`src/hdl/nel_pkg.sv`:
```
// Shared widths, register codes, record types and the saturating adder
// of the normalized Euclidean loss unit. Depends on nothing.
package nel_pkg;

    // Element and accumulator widths.
    localparam int DATA_WIDTH  = 16;
    localparam int COUNT_WIDTH = 16;
    localparam int SUM_W       = 48;
    localparam int ACC_W       = 64;
    localparam int OUT_W       = 32;
    localparam int SQ_W        = 2 * DATA_WIDTH;
    localparam int ADD_W       = ((SQ_W > SUM_W) ? SQ_W : SUM_W) + 1;

    // Configuration registers.
    localparam int SCALE_W    = 8;
    localparam int EPS_W      = 16;
    localparam int APB_W      = 32;
    localparam int REG_ADDR_W = 3;
    localparam logic REG_SCALE = 1'b0;
    localparam logic REG_EPS   = 1'b1;
    localparam logic [SCALE_W-1:0] SCALE_RST = 8'd24;
    localparam logic [EPS_W-1:0]   EPS_RST   = 16'd1;

    // Normaliser root and the weighting division.
    localparam int ROOT_SHIFT = 16;
    localparam int RAD_W      = SUM_W + ROOT_SHIFT;
    localparam int ROOT_W     = RAD_W / 2;
    localparam int NUM_W      = SUM_W + SCALE_W;
    localparam int LOSS_FRAC  = 12;
    localparam int DIV_W      = OUT_W;
    localparam int DIV_HI_W   = NUM_W + LOSS_FRAC - DIV_W;

    // Queue between the accumulating front and the arithmetic back.
    localparam int QDEPTH = 4;
    localparam int QPTR_W = $clog2(QDEPTH);

    localparam logic [SUM_W-1:0] SUM_MAX = '1;

    // One finished sample as handed from front to back.
    typedef struct packed {
        logic [SUM_W-1:0] dsum;
        logic [SUM_W-1:0] refs;
        logic             batch_end;
    } t_sample;

    // Queue status seen by both sides.
    typedef struct packed {
        logic empty;
        logic full;
    } t_q_status;

    // Adds x to a sum and clamps the result at the sum's maximum.
    function automatic logic [SUM_W-1:0] sat_add_sum(input logic [SUM_W-1:0] s,
                                                     input logic [ADD_W-2:0] x);
        logic [ADD_W-1:0] t;
        t = ADD_W'(s) + ADD_W'(x);
        if (t > ADD_W'(SUM_MAX)) begin
            return SUM_MAX;
        end
        return t[SUM_W-1:0];
    endfunction

endpackage

```
`src/hdl/nel_front.sv`:
```
// Front part: takes element triples, squares the distances and keeps the
// per-sample sums. Depends on nel_pkg.
module nel_front (
    input  logic                                i_clk,
    input  logic                                i_rst_n,
    input  logic                                i_push,
    output logic                                o_full,
    input  logic signed [nel_pkg::DATA_WIDTH-1:0] i_pred_value,
    input  logic signed [nel_pkg::DATA_WIDTH-1:0] i_target_value,
    input  logic signed [nel_pkg::DATA_WIDTH-1:0] i_ref_value,
    input  logic                                i_sample_end,
    input  logic                                i_batch_end,
    input  logic                                i_q_full,
    output logic                                o_q_push,
    output nel_pkg::t_sample                    o_q_data
);

    localparam int DW = nel_pkg::DATA_WIDTH;

    logic            r_a_valid;
    logic [DW-1:0]   r_a_dp;
    logic [DW-1:0]   r_a_dr;
    logic            r_a_end;
    logic            r_a_bend;
    logic            r_b_valid;
    logic [nel_pkg::SQ_W-1:0] r_b_sqd;
    logic [nel_pkg::SQ_W-1:0] r_b_sqr;
    logic            r_b_end;
    logic            r_b_bend;
    logic [nel_pkg::SUM_W-1:0] r_dist;
    logic [nel_pkg::SUM_W-1:0] r_ref;

    logic            w_stall;
    logic            w_take;
    logic [DW:0]     w_dp;
    logic [DW:0]     w_dr;
    logic [DW:0]     w_dp_neg;
    logic [DW:0]     w_dr_neg;
    logic [nel_pkg::SUM_W-1:0] w_dist_new;
    logic [nel_pkg::SUM_W-1:0] w_ref_new;

    // The whole pipeline holds while a sample end waits for queue space.
    assign w_stall = r_b_valid && r_b_end && i_q_full;
    assign o_full  = w_stall;
    assign w_take  = i_push && !w_stall;

    // Differences one bit wider than the elements, then their magnitudes.
    assign w_dp = {i_pred_value[DW-1], i_pred_value} - {i_target_value[DW-1], i_target_value};
    assign w_dr = {i_ref_value[DW-1], i_ref_value} - {i_target_value[DW-1], i_target_value};
    assign w_dp_neg = -w_dp;
    assign w_dr_neg = -w_dr;

    // Stage A: magnitudes of the two distances.
    always_ff @(posedge i_clk) begin
        if (!i_rst_n) begin
            r_a_valid <= 1'b0;
        end else if (!w_stall) begin
            r_a_valid <= w_take;
        end
    end

    always_ff @(posedge i_clk) begin
        if (!w_stall) begin
            r_a_dp   <= w_dp[DW] ? w_dp_neg[DW-1:0] : w_dp[DW-1:0];
            r_a_dr   <= w_dr[DW] ? w_dr_neg[DW-1:0] : w_dr[DW-1:0];
            r_a_end  <= i_sample_end || i_batch_end;
            r_a_bend <= i_batch_end;
        end
    end

    // Stage B: squares.
    always_ff @(posedge i_clk) begin
        if (!i_rst_n) begin
            r_b_valid <= 1'b0;
        end else if (!w_stall) begin
            r_b_valid <= r_a_valid;
        end
    end

    always_ff @(posedge i_clk) begin
        if (!w_stall) begin
            r_b_sqd  <= r_a_dp * r_a_dp;
            r_b_sqr  <= r_a_dr * r_a_dr;
            r_b_end  <= r_a_end;
            r_b_bend <= r_a_bend;
        end
    end

    // Stage C: saturating per-sample sums, handed on at the sample's end.
    assign w_dist_new = nel_pkg::sat_add_sum(r_dist, (nel_pkg::ADD_W-1)'(r_b_sqd));
    assign w_ref_new  = nel_pkg::sat_add_sum(r_ref, (nel_pkg::ADD_W-1)'(r_b_sqr));

    always_ff @(posedge i_clk) begin
        if (!i_rst_n) begin
            r_dist <= '0;
            r_ref  <= '0;
        end else if (r_b_valid && !w_stall) begin
            if (r_b_end) begin
                r_dist <= '0;
                r_ref  <= '0;
            end else begin
                r_dist <= w_dist_new;
                r_ref  <= w_ref_new;
            end
        end
    end

    assign o_q_push           = r_b_valid && r_b_end && !i_q_full;
    assign o_q_data.dsum      = w_dist_new;
    assign o_q_data.refs      = w_ref_new;
    assign o_q_data.batch_end = r_b_bend;

`ifndef SYNTHESIS
    // A sample end held back by a full queue must still be there next cycle.
    a_stall_holds: assert property (@(posedge i_clk) disable iff (!i_rst_n)
        w_stall |=> (r_b_valid && r_b_end))
        else $error("front lost a stalled sample end");
`endif

endmodule

```
`src/hdl/nel_queue.sv`:
```
// Short queue of finished sample sums between front and back.
// Depends on nel_pkg.
module nel_queue (
    input  logic               i_clk,
    input  logic               i_rst_n,
    input  logic               i_push,
    input  nel_pkg::t_sample   i_data,
    input  logic               i_pop,
    output nel_pkg::t_sample   o_head,
    output nel_pkg::t_q_status o_status
);

    nel_pkg::t_sample          r_mem [nel_pkg::QDEPTH];
    logic [nel_pkg::QPTR_W-1:0] r_wr;
    logic [nel_pkg::QPTR_W-1:0] r_rd;
    logic [nel_pkg::QPTR_W:0]   r_count;

    // Pointers and fill level.
    always_ff @(posedge i_clk) begin
        if (!i_rst_n) begin
            r_wr    <= '0;
            r_rd    <= '0;
            r_count <= '0;
        end else begin
            if (i_push) begin
                r_wr <= r_wr + 1'b1;
            end
            if (i_pop) begin
                r_rd <= r_rd + 1'b1;
            end
            if (i_push && !i_pop) begin
                r_count <= r_count + 1'b1;
            end else if (i_pop && !i_push) begin
                r_count <= r_count - 1'b1;
            end
        end
    end

    // Entry storage.
    always_ff @(posedge i_clk) begin
        if (i_push) begin
            r_mem[r_wr] <= i_data;
        end
    end

    assign o_head         = r_mem[r_rd];
    assign o_status.empty = (r_count == '0);
    assign o_status.full  = (r_count == (nel_pkg::QPTR_W+1)'(nel_pkg::QDEPTH));

`ifndef SYNTHESIS
    // The fill level never passes the depth.
    a_count_bound: assert property (@(posedge i_clk) disable iff (!i_rst_n)
        r_count <= (nel_pkg::QPTR_W+1)'(nel_pkg::QDEPTH))
        else $error("sample queue overflow");
`endif

endmodule

```
`src/hdl/nel_sqrt.sv`:
```
// Iterative integer square root, one result bit per cycle.
// Depends on nel_pkg.
module nel_sqrt (
    input  logic                       i_clk,
    input  logic                       i_rst_n,
    input  logic                       i_start,
    input  logic [nel_pkg::RAD_W-1:0]  i_radicand,
    output logic                       o_done,
    output logic [nel_pkg::ROOT_W-1:0] o_root
);

    localparam int RW    = nel_pkg::ROOT_W;
    localparam int CNT_W = $clog2(RW);

    logic                     r_busy;
    logic                     r_done;
    logic [nel_pkg::RAD_W-1:0] r_x;
    logic [RW+1:0]            r_rem;
    logic [RW-1:0]            r_root;
    logic [CNT_W-1:0]         r_cnt;

    logic [RW+3:0]            w_part;
    logic [RW+3:0]            w_trial;
    logic                     w_ge;
    logic [RW+3:0]            w_diff;

    // Bring down the next two radicand bits and try a one in the root.
    assign w_part  = {r_rem, r_x[nel_pkg::RAD_W-1 -: 2]};
    assign w_trial = (RW+4)'({r_root, 2'b01});
    assign w_ge    = (w_part >= w_trial);
    assign w_diff  = w_part - w_trial;

    always_ff @(posedge i_clk) begin
        if (!i_rst_n) begin
            r_busy <= 1'b0;
            r_done <= 1'b0;
        end else begin
            r_done <= 1'b0;
            if (i_start) begin
                r_busy <= 1'b1;
                r_x    <= i_radicand;
                r_rem  <= '0;
                r_root <= '0;
                r_cnt  <= CNT_W'(RW - 1);
            end else if (r_busy) begin
                r_x    <= {r_x[nel_pkg::RAD_W-3:0], 2'b00};
                r_rem  <= w_ge ? w_diff[RW+1:0] : w_part[RW+1:0];
                r_root <= {r_root[RW-2:0], w_ge};
                if (r_cnt == '0) begin
                    r_busy <= 1'b0;
                    r_done <= 1'b1;
                end else begin
                    r_cnt <= r_cnt - 1'b1;
                end
            end
        end
    end

    assign o_done = r_done;
    assign o_root = r_root;

endmodule

```
`src/hdl/nel_div.sv`:
```
// Restoring divider, one quotient bit per cycle, saturating quotient.
// Depends on nel_pkg.
module nel_div (
    input  logic                         i_clk,
    input  logic                         i_rst_n,
    input  logic                         i_start,
    input  logic [nel_pkg::DIV_HI_W-1:0] i_hi,
    input  logic [nel_pkg::DIV_W-1:0]    i_lo,
    input  logic [nel_pkg::DIV_W-1:0]    i_divisor,
    output logic                         o_done,
    output logic [nel_pkg::DIV_W-1:0]    o_quot
);

    localparam int DW    = nel_pkg::DIV_W;
    localparam int CNT_W = $clog2(DW);

    logic             r_busy;
    logic             r_done;
    logic             r_sat;
    logic [DW-1:0]    r_rem;
    logic [DW-1:0]    r_lo;
    logic [DW-1:0]    r_q;
    logic [DW-1:0]    r_d;
    logic [CNT_W-1:0] r_cnt;

    logic [DW:0]      w_part;
    logic             w_ge;
    logic [DW:0]      w_diff;

    // Shift in the next dividend bit and try a subtraction.
    assign w_part = {r_rem, r_lo[DW-1]};
    assign w_ge   = (w_part >= {1'b0, r_d});
    assign w_diff = w_part - {1'b0, r_d};

    always_ff @(posedge i_clk) begin
        if (!i_rst_n) begin
            r_busy <= 1'b0;
            r_done <= 1'b0;
        end else begin
            r_done <= 1'b0;
            if (i_start) begin
                // The quotient overflows when the upper part reaches the divisor or the divisor is zero.
                r_busy <= 1'b1;
                r_sat  <= (i_divisor == '0) ||
                          (i_hi >= nel_pkg::DIV_HI_W'(i_divisor));
                r_rem  <= i_hi[DW-1:0];
                r_lo   <= i_lo;
                r_d    <= i_divisor;
                r_q    <= '0;
                r_cnt  <= CNT_W'(DW - 1);
            end else if (r_busy) begin
                r_rem <= w_ge ? w_diff[DW-1:0] : w_part[DW-1:0];
                r_lo  <= {r_lo[DW-2:0], 1'b0};
                r_q   <= {r_q[DW-2:0], w_ge};
                if (r_cnt == '0) begin
                    r_busy <= 1'b0;
                    r_done <= 1'b1;
                end else begin
                    r_cnt <= r_cnt - 1'b1;
                end
            end
        end
    end

    assign o_done = r_done;
    assign o_quot = r_sat ? '1 : r_q;

`ifndef SYNTHESIS
    // Without overflow the partial remainder stays below the divisor.
    a_rem_below: assert property (@(posedge i_clk) disable iff (!i_rst_n)
        (r_busy && !r_sat) |-> (r_rem < r_d))
        else $error("divider remainder out of range");
`endif

endmodule

```
`src/hdl/nel_back.sv`:
```
// Back part: per-sample normalising root, weighting division, batch
// accumulation and the result register. Depends on nel_pkg, nel_sqrt, nel_div.
module nel_back (
    input  logic                          i_clk,
    input  logic                          i_rst_n,
    input  nel_pkg::t_q_status            i_q_status,
    input  nel_pkg::t_sample              i_head,
    output logic                          o_q_pop,
    input  logic [nel_pkg::SCALE_W-1:0]   i_scale,
    input  logic [nel_pkg::EPS_W-1:0]     i_epsilon,
    input  logic                          i_pop,
    output logic                          o_empty,
    output logic [nel_pkg::OUT_W-1:0]     o_sample_loss,
    output logic [nel_pkg::OUT_W-1:0]     o_batch_loss,
    output logic                          o_batch_done
);

    typedef enum logic [2:0] {
        S_IDLE,
        S_SQRT,
        S_MUL,
        S_DIVL,
        S_ACC,
        S_DIVB,
        S_OUT
    } t_state;

    localparam int DVD_W = nel_pkg::NUM_W + nel_pkg::LOSS_FRAC;

    t_state                          r_state;
    nel_pkg::t_sample                r_rec;
    logic                            r_sqrt_go;
    logic                            r_div_go;
    logic [nel_pkg::ROOT_W-1:0]      r_root;
    logic [nel_pkg::NUM_W-1:0]       r_num;
    logic [nel_pkg::OUT_W-1:0]       r_loss;
    logic [nel_pkg::OUT_W-1:0]       r_bl;
    logic [nel_pkg::ACC_W-1:0]       r_acc;
    logic [nel_pkg::COUNT_WIDTH-1:0] r_count;
    logic                            r_out_valid;
    logic [nel_pkg::OUT_W-1:0]       r_out_sample;
    logic [nel_pkg::OUT_W-1:0]       r_out_batch;
    logic                            r_out_done;

    logic [nel_pkg::SUM_W-1:0]       w_r;
    logic [nel_pkg::RAD_W-1:0]       w_rad;
    logic                            w_sqrt_done;
    logic [nel_pkg::ROOT_W-1:0]      w_root;
    logic [DVD_W-1:0]                w_dvd;
    logic [nel_pkg::DIV_HI_W-1:0]    w_div_hi;
    logic [nel_pkg::DIV_W-1:0]       w_div_lo;
    logic [nel_pkg::DIV_W-1:0]       w_div_d;
    logic                            w_div_done;
    logic [nel_pkg::DIV_W-1:0]       w_quot;
    logic [nel_pkg::ACC_W:0]         w_acc_sum;

    // Normaliser r = ref_sum + epsilon, with 16 fraction bits added for the root.
    assign w_r   = nel_pkg::sat_add_sum(r_rec.refs, (nel_pkg::ADD_W-1)'(i_epsilon));
    assign w_rad = {w_r, {nel_pkg::ROOT_SHIFT{1'b0}}};

    nel_sqrt u_sqrt (
        .i_clk      (i_clk),
        .i_rst_n    (i_rst_n),
        .i_start    (r_sqrt_go),
        .i_radicand (w_rad),
        .o_done     (w_sqrt_done),
        .o_root     (w_root)
    );

    // The divider serves the weighting first and the batch mean second.
    assign w_dvd    = {r_num, {nel_pkg::LOSS_FRAC{1'b0}}};
    assign w_div_hi = (r_state == S_DIVB) ?
                      nel_pkg::DIV_HI_W'(r_acc[nel_pkg::ACC_W-1:nel_pkg::DIV_W+1]) :
                      w_dvd[DVD_W-1:nel_pkg::DIV_W];
    assign w_div_lo = (r_state == S_DIVB) ? r_acc[nel_pkg::DIV_W:1] :
                      w_dvd[nel_pkg::DIV_W-1:0];
    assign w_div_d  = (r_state == S_DIVB) ? nel_pkg::DIV_W'(r_count) : r_root;

    nel_div u_div (
        .i_clk     (i_clk),
        .i_rst_n   (i_rst_n),
        .i_start   (r_div_go),
        .i_hi      (w_div_hi),
        .i_lo      (w_div_lo),
        .i_divisor (w_div_d),
        .o_done    (w_div_done),
        .o_quot    (w_quot)
    );

    assign w_acc_sum = {1'b0, r_acc} + (nel_pkg::ACC_W+1)'(r_loss);
    assign o_q_pop   = (r_state == S_IDLE) && !i_q_status.empty;

    // Sequencer for one finished sample, with the result register.
    always_ff @(posedge i_clk) begin
        if (!i_rst_n) begin
            r_state     <= S_IDLE;
            r_sqrt_go   <= 1'b0;
            r_div_go    <= 1'b0;
            r_out_valid <= 1'b0;
            r_acc       <= '0;
            r_count     <= '0;
        end else begin
            r_sqrt_go <= 1'b0;
            r_div_go  <= 1'b0;
            // A taken result empties the register unless a new one replaces it.
            if (r_out_valid && i_pop && (r_state != S_OUT)) begin
                r_out_valid <= 1'b0;
            end
            unique case (r_state)
                S_IDLE: begin
                    if (!i_q_status.empty) begin
                        r_rec     <= i_head;
                        r_sqrt_go <= 1'b1;
                        r_state   <= S_SQRT;
                    end
                end
                S_SQRT: begin
                    if (w_sqrt_done) begin
                        r_root  <= w_root;
                        r_state <= S_MUL;
                    end
                end
                S_MUL: begin
                    r_num    <= r_rec.dsum * i_scale;
                    r_div_go <= 1'b1;
                    r_state  <= S_DIVL;
                end
                S_DIVL: begin
                    if (w_div_done) begin
                        // A zero normaliser gives zero only for a zero distance.
                        if ((r_root == '0) && (r_num == '0)) begin
                            r_loss <= '0;
                        end else begin
                            r_loss <= w_quot;
                        end
                        r_state <= S_ACC;
                    end
                end
                S_ACC: begin
                    r_acc <= w_acc_sum[nel_pkg::ACC_W] ? '1 :
                             w_acc_sum[nel_pkg::ACC_W-1:0];
                    if (r_count != '1) begin
                        r_count <= r_count + 1'b1;
                    end
                    if (r_rec.batch_end) begin
                        r_div_go <= 1'b1;
                        r_state  <= S_DIVB;
                    end else begin
                        r_bl    <= '0;
                        r_state <= S_OUT;
                    end
                end
                S_DIVB: begin
                    if (w_div_done) begin
                        r_bl    <= w_quot;
                        r_acc   <= '0;
                        r_count <= '0;
                        r_state <= S_OUT;
                    end
                end
                S_OUT: begin
                    if (!r_out_valid || i_pop) begin
                        r_out_sample <= r_loss;
                        r_out_batch  <= r_bl;
                        r_out_done   <= r_rec.batch_end;
                        r_out_valid  <= 1'b1;
                        r_state      <= S_IDLE;
                    end
                end
                default: begin
                    r_state <= S_IDLE;
                end
            endcase
        end
    end

    assign o_empty       = !r_out_valid;
    assign o_sample_loss = r_out_sample;
    assign o_batch_loss  = r_out_batch;
    assign o_batch_done  = r_out_done;

`ifndef SYNTHESIS
    // The batch mean is only worked out for a sample that ends the batch.
    a_divb_batch: assert property (@(posedge i_clk) disable iff (!i_rst_n)
        (r_state == S_DIVB) |-> r_rec.batch_end)
        else $error("batch division without batch end");

    // A new result waits while the previous one has not been taken.
    a_out_waits: assert property (@(posedge i_clk) disable iff (!i_rst_n)
        (r_state == S_OUT && r_out_valid && !i_pop) |=> (r_state == S_OUT))
        else $error("result register overwritten");
`endif

endmodule

```
`src/hdl/normalized_euclidean_loss_unit.sv`:
```
// Top level of the normalized Euclidean loss unit: configuration registers,
// front, sample queue and back. Depends on nel_pkg, nel_front, nel_queue, nel_back.
//
//  Channel   Handshake              Payload
//  input     i_push / o_full        pred, target, ref values, sample_end, batch_end
//  result    o_empty / i_pop        sample_loss, batch_loss, batch_done
//  config    psel, penable, pwrite  paddr, pwdata, prdata (pready tied high)
//
// Elements are accepted one per cycle while o_full is low; the front adds them in a
// three-stage pipeline. Each sample end holds the back for a root, a multiply, a divide
// and the hand-over of the result, and for a second divide when it also ends the batch.
// A four-sample queue decouples the two, so the input stalls only when the queue is full
// and another sample end is waiting to enter it. Reset is synchronous; it clears the
// sums, the batch count and the queue fill level, and restores the register defaults.
module normalized_euclidean_loss_unit (
    input  logic                                  i_clk,
    input  logic                                  i_rst_n,
    input  logic                                  i_push,
    output logic                                  o_full,
    input  logic signed [nel_pkg::DATA_WIDTH-1:0] i_pred_value,
    input  logic signed [nel_pkg::DATA_WIDTH-1:0] i_target_value,
    input  logic signed [nel_pkg::DATA_WIDTH-1:0] i_ref_value,
    input  logic                                  i_sample_end,
    input  logic                                  i_batch_end,
    output logic                                  o_empty,
    input  logic                                  i_pop,
    output logic [nel_pkg::OUT_W-1:0]             o_sample_loss,
    output logic [nel_pkg::OUT_W-1:0]             o_batch_loss,
    output logic                                  o_batch_done,
    input  logic                                  psel,
    input  logic                                  penable,
    input  logic                                  pwrite,
    input  logic [nel_pkg::REG_ADDR_W-1:0]        paddr,
    input  logic [nel_pkg::APB_W-1:0]             pwdata,
    output logic [nel_pkg::APB_W-1:0]             prdata,
    output logic                                  pready
);

    logic [nel_pkg::SCALE_W-1:0] r_scale;
    logic [nel_pkg::EPS_W-1:0]   r_eps;

    logic               w_q_push;
    logic               w_q_pop;
    nel_pkg::t_sample   w_q_in;
    nel_pkg::t_sample   w_q_head;
    nel_pkg::t_q_status w_q_status;

    // Configuration registers, written on the access cycle.
    always_ff @(posedge i_clk) begin
        if (!i_rst_n) begin
            r_scale <= nel_pkg::SCALE_RST;
            r_eps   <= nel_pkg::EPS_RST;
        end else if (psel && penable && pwrite) begin
            unique case (paddr[2])
                nel_pkg::REG_SCALE: r_scale <= pwdata[nel_pkg::SCALE_W-1:0];
                nel_pkg::REG_EPS:   r_eps   <= pwdata[nel_pkg::EPS_W-1:0];
                default:            r_scale <= r_scale;
            endcase
        end
    end

    // Register read-back.
    always_comb begin
        unique case (paddr[2])
            nel_pkg::REG_SCALE: prdata = nel_pkg::APB_W'(r_scale);
            nel_pkg::REG_EPS:   prdata = nel_pkg::APB_W'(r_eps);
            default:            prdata = '0;
        endcase
    end

    assign pready = 1'b1;

    nel_front u_front (
        .i_clk          (i_clk),
        .i_rst_n        (i_rst_n),
        .i_push         (i_push),
        .o_full         (o_full),
        .i_pred_value   (i_pred_value),
        .i_target_value (i_target_value),
        .i_ref_value    (i_ref_value),
        .i_sample_end   (i_sample_end),
        .i_batch_end    (i_batch_end),
        .i_q_full       (w_q_status.full),
        .o_q_push       (w_q_push),
        .o_q_data       (w_q_in)
    );

    nel_queue u_queue (
        .i_clk    (i_clk),
        .i_rst_n  (i_rst_n),
        .i_push   (w_q_push),
        .i_data   (w_q_in),
        .i_pop    (w_q_pop),
        .o_head   (w_q_head),
        .o_status (w_q_status)
    );

    nel_back u_back (
        .i_clk         (i_clk),
        .i_rst_n       (i_rst_n),
        .i_q_status    (w_q_status),
        .i_head        (w_q_head),
        .o_q_pop       (w_q_pop),
        .i_scale       (r_scale),
        .i_epsilon     (r_eps),
        .i_pop         (i_pop),
        .o_empty       (o_empty),
        .o_sample_loss (o_sample_loss),
        .o_batch_loss  (o_batch_loss),
        .o_batch_done  (o_batch_done)
    );

endmodule
```
`config.mk`:
```
export PLATFORM = sky130hd
export DESIGN_NAME = normalized_euclidean_loss_unit
export DESIGN_NICKNAME = d
export VERILOG_FILES = /design/src/hdl/nel_pkg.sv /design/src/hdl/nel_front.sv /design/src/hdl/nel_queue.sv /design/src/hdl/nel_sqrt.sv /design/src/hdl/nel_div.sv /design/src/hdl/nel_back.sv /design/src/hdl/normalized_euclidean_loss_unit.sv
export SDC_FILE = /design/constraint.sdc
export NUM_CORES = 2
export LEC_CHECK = 0
export BUFFER_PORTS_ARGS = -buffer_cell sky130_fd_sc_hd__buf_2
export CORE_MARGIN = 2
export CORE_UTILIZATION = 64
export CTS_CLUSTER_DIAMETER = 200
export DETAILED_ROUTE_END_ITERATION = 6
export PLACE_DENSITY = 0.81
export RECOVER_POWER = 100
export SETUP_SLACK_MARGIN = 0.5
export SYNTH_ARGS = -nofsm -noshare
export SYNTH_HDL_FRONTEND = slang
export SYNTH_SLANG_ARGS = --single-unit
```
`constraint.sdc`:
```
create_clock -name i_clk -period 9 [get_ports i_clk]
set_input_delay 0.45 -clock i_clk [delete_from_list [all_inputs] [get_ports i_clk]]
set_output_delay 0.45 -clock i_clk [all_outputs]
set_load 0.03 [all_outputs]
```
Word-level counts from Yosys, hierarchy flattened
Memories as Yosys holds them, arrays and structs flattened. A register that Yosys moved wholly into a read port is not among the register bits.
Index checks and enable logic that the tools add are counted.
Operators by class
  magnitude comparators: 6
  $mul: 3
  bitwise logic cells: 5
  muxes and demuxes: 67
  equal/unequal tests: 18
  add/subtract/negate cells: 17
  reductions and logical operators: 52
Operators with widths (count)
  2-to-1 mux 32 bit: 12
  2-to-1 mux 48 bit: 8
  2-to-1 mux 64 bit: 4
  greater-than comparator 49 x 48 -> 1 bit (second input constant): 3
  case mux 32 bit (2 select lines): 2
  case mux 64 bit (2 select lines): 1
  adder 48 x 32 -> 49 bit: 2
  2-to-1 mux 34 bit: 2
  adder 64 x 32 -> 65 bit: 1
  zero test 32 bit: 2
  multiplier 16 x 16 -> 32 bit: 2
  2-to-1 mux 16 bit: 4
  zero test 56 bit: 1
  multiplier 48 x 8 -> 56 bit: 1
  adder 48 x 16 -> 49 bit: 1
  greater-or-equal comparator 36 x 32 -> 1 bit: 1
  greater-or-equal comparator 36 x 34 -> 1 bit: 1
  2-to-1 mux 36 bit: 1
  subtractor 16 x 16 -> 17 bit: 2
  subtractor 34 bit: 1
  greater-or-equal comparator 33 x 32 -> 1 bit: 1
  negation 16 bit: 2
  case mux 16 bit (2 select lines): 1
  subtractor 32 bit: 1
  other kinds (30): 111
Word-level totals
  bits of input ports: 92
  bits in registers: 803
  memories kept: 1
  bits in writable memories: 388
  output and inout bits: 100
Memory list
  u_queue.r_mem: words 4, width 97, read ports 1, clocked after memory_dff 1, wr ports 1, RTL line nel_queue.sv:13  | nel_pkg::t_sample r_mem [nel_pkg::QDEPTH];

Longest topological paths before layout
  depth in word-level cells: 7
  gate-level depth with buffers: 26
  depth with buffers taken out: 25

Hierarchy
A second synthesis with hierarchy kept.
Unflattened totals
  cells, all modules: 8493
  area total of the unflattened synthesis: 90468.0 µm²
Modules (own cells, without submodules)
  nel_back: area an instance 30838.3 µm², cells an instance 3156, instances 1
  nel_front: area an instance 27800.4 µm², cells an instance 3142, instances 1
  nel_queue: area an instance 14430.1 µm², cells an instance 550, instances 1
  nel_div: area an instance 8544.4 µm², cells an instance 831, instances 1
  nel_sqrt: area an instance 7569.8 µm², cells an instance 675, instances 1
  normalized_euclidean_loss_unit: area an instance 1285.0 µm², cells an instance 139, instances 1

Worst setup path after synthesis
No wires, ideal clock.
  path kind: register -> register
  start: register u_queue.r_count[1] (netlist name)
  end: memory u_queue.r_mem[0][0] (netlist name), enable pin
  library setup time: 0.689 ns
  data arrival time: 6.048 ns
  path buffers: 1
  clock period less this slack: 6.737 ns
  stages on the path, launching flop included: 8
  slack: 2.263 ns
  data required time: 8.311 ns
  cell sequence: dfxtp_1 > nor2_1 > nand4_1 > and2_1 > clkbuf_1 > nand2_1 > clkinv_1 > and2_1
Between the ends
  word-level cells in the longest chain between the ends: 5
RTL lines
  from (decl): RTL line nel_queue.sv:16  | logic [nel_pkg::QPTR_W:0] r_count;
  from (signal assigned): RTL line nel_queue.sv:32  | r_count <= r_count + 1'b1;
  from (signal assigned): RTL line nel_queue.sv:34  | r_count <= r_count - 1'b1;
  == test 3 bit: RTL line nel_queue.sv:48  | assign o_status.full = (r_count == (nel_pkg::QPTR_W+1)'(nel_pkg::QDEPTH));
  zero test 1 bit: RTL line nel_front.sv:108  | assign o_q_push = r_b_valid && r_b_end && !i_q_full;
  logical AND 1 bit: RTL line nel_front.sv:108
  net u_front.o_q_push: RTL line nel_front.sv:14  | output logic o_q_push,
  2-to-1 mux 1 bit: RTL line nel_queue.sv:41  | if (i_push) begin
  2-to-1 mux 1 bit (not written as such): RTL line nel_queue.sv:42  | r_mem[r_wr] <= i_data;
  to (decl): RTL line nel_queue.sv:13
The timed path passes the listed nets, and every way through them passes these cells.

Worst setup path after layout
  start: input i_rst_n
  end: register u_back.r_rec[53] (netlist name), enable pin
Between the ends
  word-level cells in the longest chain between the ends: 1
RTL lines
  from (decl): RTL line normalized_euclidean_loss_unit.sv:17  | input logic i_rst_n,
  AND reduction 3 bit (no source line)
  to (signal assigned): RTL line nel_back.sv:112  | r_rec <= i_head;
  to (decl): RTL line nel_back.sv:31  | nel_pkg::t_sample r_rec;
Every way passes these cells.
A chain may end at the register's enable or synchronous reset.

==> impl_metrics.env <==
export IMPL_status="finished with violations"
export IMPL_failed_checks="design-rule violations, max-capacitance violations, max-slew violations"
export IMPL_cp_required_ns=9.28
export IMPL_hold_path_class="input pin to register"
export IMPL_ioPinCount=192
export IMPL_synth_seq_area_share_pct=41.4
export IMPL_grt_pass1_wl_um=315000
export IMPL_setup_viol=0
export IMPL_yosys_warnings=0
export IMPL_timing_setup_tns_ns=0
export IMPL_floorplan_initialDensity_pct=64.4
export IMPL_async_flop_share_pct=0
export IMPL_r2r_cells=23
export IMPL_coreArea_mm2=0.135
export IMPL_grt_pass1_vias=61885
export IMPL_synth_area_leaders="edfxtp_1 36%, fa_1 14%, ha_1 7.6%"
export IMPL_path_max_fanout=64
export IMPL_clock_fmax_ghz=0.132
export IMPL_hold_depth=4
export IMPL_yosys_area_top_type="edfxtp_1"
export IMPL_drt_iter0_drc=5113
export IMPL_cp_cell_sequence="clkbuf_1, clkbuf_1, and2_0, clkbuf_1"
export IMPL_slowest_delay_ns=2.70
export IMPL_synth_flop_cell="edfxtp_1"
export IMPL_rsz0062_at_grt="no"
export IMPL_slowest_stage="clkbuf_1"
export IMPL_antenna_found_initial=4
export IMPL_cp_start_kind="input pin"
export IMPL_drive_above_1_share_pct=5.67
export IMPL_endpoint_kind="register"
export IMPL_cts_buffers=135
export IMPL_cts_root_buf="clkbuf_16"
export IMPL_path_buf_inv=3
export IMPL_port_buffers=156
export IMPL_wire_per_inst_um=19.3
export IMPL_yosysMostFrequentCell="edfxtp_1"
export IMPL_cpMostUsedCell="clkbuf_1"
export IMPL_die_area_mm2=0.139
export IMPL_n_fill_cell=9487
export IMPL_finalHoldViolCount=0
export IMPL_postSynthAreaPerCell_um2=10.7
export IMPL_ys_types=104
export IMPL_finalCritPeriodShare_pct=84.4
export IMPL_skew_ns=0.0398
export IMPL_die_w_um=373
export IMPL_grt_max_degree=78
export IMPL_crit_family="buffers and inverters"
export IMPL_cts_tree="yes"
export IMPL_ys_ff_latch=1272
export IMPL_path_clk_slew_ns=0.06
export IMPL_dr_pass1_iters=7
export IMPL_drv_cap=41
export IMPL_hpwlAfterDp_um=141000
export IMPL_cp_num_cells=4
export IMPL_dr_total_vias=60149
export IMPL_synth_top_area_share_pct=36.4
export IMPL_worst_slew_pin_transition_ns=4.53
export IMPL_clockBufferDepth=3
export IMPL_synth_enable_flop_cells=1053
export IMPL_h_tree_depth=4
export IMPL_period_needed_ns=7.60
export IMPL_cts_sinks=1272
export IMPL_cp_arrival_ns=7.87
export IMPL_clk_latency_ns=0.79
export IMPL_fin_nets=9403
export IMPL_rows=135
export IMPL_critPathKind="input pin to register"
export IMPL_totalWireLength_um=194000
export IMPL_die_h_um=373
export IMPL_relSlewSlack_pct=-202
export IMPL_synth_common_cells="1053 x edfxtp_1, 1005 x inv_1, 835 x nand2_1"
export IMPL_avgViaCountPerCell=5.98
export IMPL_syn_inst=8108
export IMPL_drv_slew=1942
export IMPL_synth_area_mm2=0.0870
export IMPL_grt_overflow=0
export IMPL_gp_congestion=0.928
export IMPL_drcViolationCount=1
export IMPL_gr_usage_all_layers_pct=28.0
export IMPL_antenna_left=0
export IMPL_area_growth_syn_to_layout_pct=7.64
[worst paths after layout]
check | startpoint | end | slack, ns
worst max-delay path | i_rst_n | u_back.r_rec[53] | 1.40
worst min-delay path | i_pop | u_back.r_out_valid | 0.22
worst max register to register | u_front.r_a_dp[9] | u_front.r_b_sqd[31] | 1.79
worst min register to register | u_front.r_a_end | u_front.r_b_end | 0.41
[sequential cells by signal, summed over array words and instances (netlist names), 31 cells and up]
register / flops
u_queue.r_mem: 388
u_back.r_rec: 97
u_back.r_acc: 64
u_back.r_num: 56
u_back.u_sqrt.r_x: 48
u_front.r_dist: 48
u_front.r_ref: 48
u_back.u_sqrt.r_rem: 34
u_back.o_batch_loss: 32
u_back.o_sample_loss: 32
u_back.r_bl: 32
u_back.r_loss: 32
u_back.r_root: 32
u_back.u_div.r_d: 32
u_back.u_div.r_lo: 32
u_back.u_div.r_q: 32
u_back.u_div.r_rem: 32
u_back.u_sqrt.o_root: 32
u_front.r_b_sqd: 31
u_front.r_b_sqr: 31
[cells by family (layout without fill, tap and decap cells)]
family          after synthesis  after routing  share of synthesized area (%)
xor+xnor                    385            385                           3.88
other cells                   2             18                        0.00863
mux                         170            170                           3.37
buf+inv                    1321           1482                           5.86
flops                      1272           1272                           41.4
fa+ha+maj                  1137           1137                           21.6
compound gates             1433           1433                           10.7
simple gates               2388           2388                           13.2
[through the flow]
step	instances	area (µm²)	hold slack, ns	setup slack (ns)	util [%]
finish	10066	93600	0.220	1.40	69.3
global route	10066	93600	0.230	0.938	69.3
CTS	10065	94100	0.135	1.74	69.6
detailed placement	9799	89200	0.405	1.78	66.0
global placement	9799	89200	0.400	1.86	66.0
floorplan	8123	87000	0.400	2.26	-
[per-layer routing]
layer | global-route usage (%) | wire length (µm)
met1 | 35.8 | 78800
met2 | 48.2 | 95300
met3 | 4.12 | 12300
met4 | 11.0 | 7670
met5 | 0 | 27
[placed cells by master, fill, tap and decap left out, types with 63 or more instances in the layout]
| cell | count |
|---|---|
| a21o_1 | 164 |
| a21oi_1 | 406 |
| a22o_1 | 78 |
| a31oi_1 | 99 |
| and2_1 | 353 |
| and3_1 | 63 |
| buf_2 | 78 |
| clkbuf_1 | 122 |
| clkbuf_16 | 138 |
| dfxtp_1 | 218 |
| edfxtp_1 | 1053 |
| fa_1 | 609 |
| ha_1 | 528 |
| inv_1 | 1004 |
| mux4_2 | 97 |
| nand2_1 | 844 |
| nand2b_1 | 63 |
| nand3_1 | 121 |
| nand4_1 | 75 |
| nor2_1 | 525 |
| nor2b_1 | 92 |
| nor3_1 | 76 |
| o21ai_0 | 292 |
| xnor2_1 | 227 |
| xor2_1 | 158 |
[worst register-to-register path, stage by stage (launching register included)]
cell and delay [ns]:
edfxtp_1 0.68, inv_1 0.29, nor2_1 0.24, inv_1 0.09, fa_1 0.51, fa_1 0.52, inv_1 0.04, ha_1 0.32
fa_1 0.51, fa_1 0.54, inv_1 0.05, fa_1 0.53, inv_1 0.04, ha_1 0.35, a21o_1 0.19, a21o_1 0.17
a21o_1 0.17, a41oi_1 0.43, o311ai_0 0.39, a41oi_1 0.42, a21oi_1 0.11, o21ai_0 0.22, a21oi_1 0.10, a31oi_1 0.14
[final cells by class]
type	count	area [µm²]	area share, %
clock buffer	157	3580	3.83
timing repair buffer	228	1150	1.23
multi-input combinational	5530	45800	48.9
inverter	1007	3780	4.04
tap	1781	2230	2.38
antenna	1	2.50	0.00267
clock inverter	90	1080	1.15
sequential	1272	36000	38.5
[what timing repair did]
item / 4_1_cts / 5_1_grt
hold buffers: 19 / 0
setup buffers: 0 / 0
resized for setup: 0 / 0
setup endpoints to repair: 0 / 0
endpoints found under the hold margin: 27 / 0
Power is not shown: default switching activity piles up to over one toggle a cycle in this logic, so the estimate is an artifact.
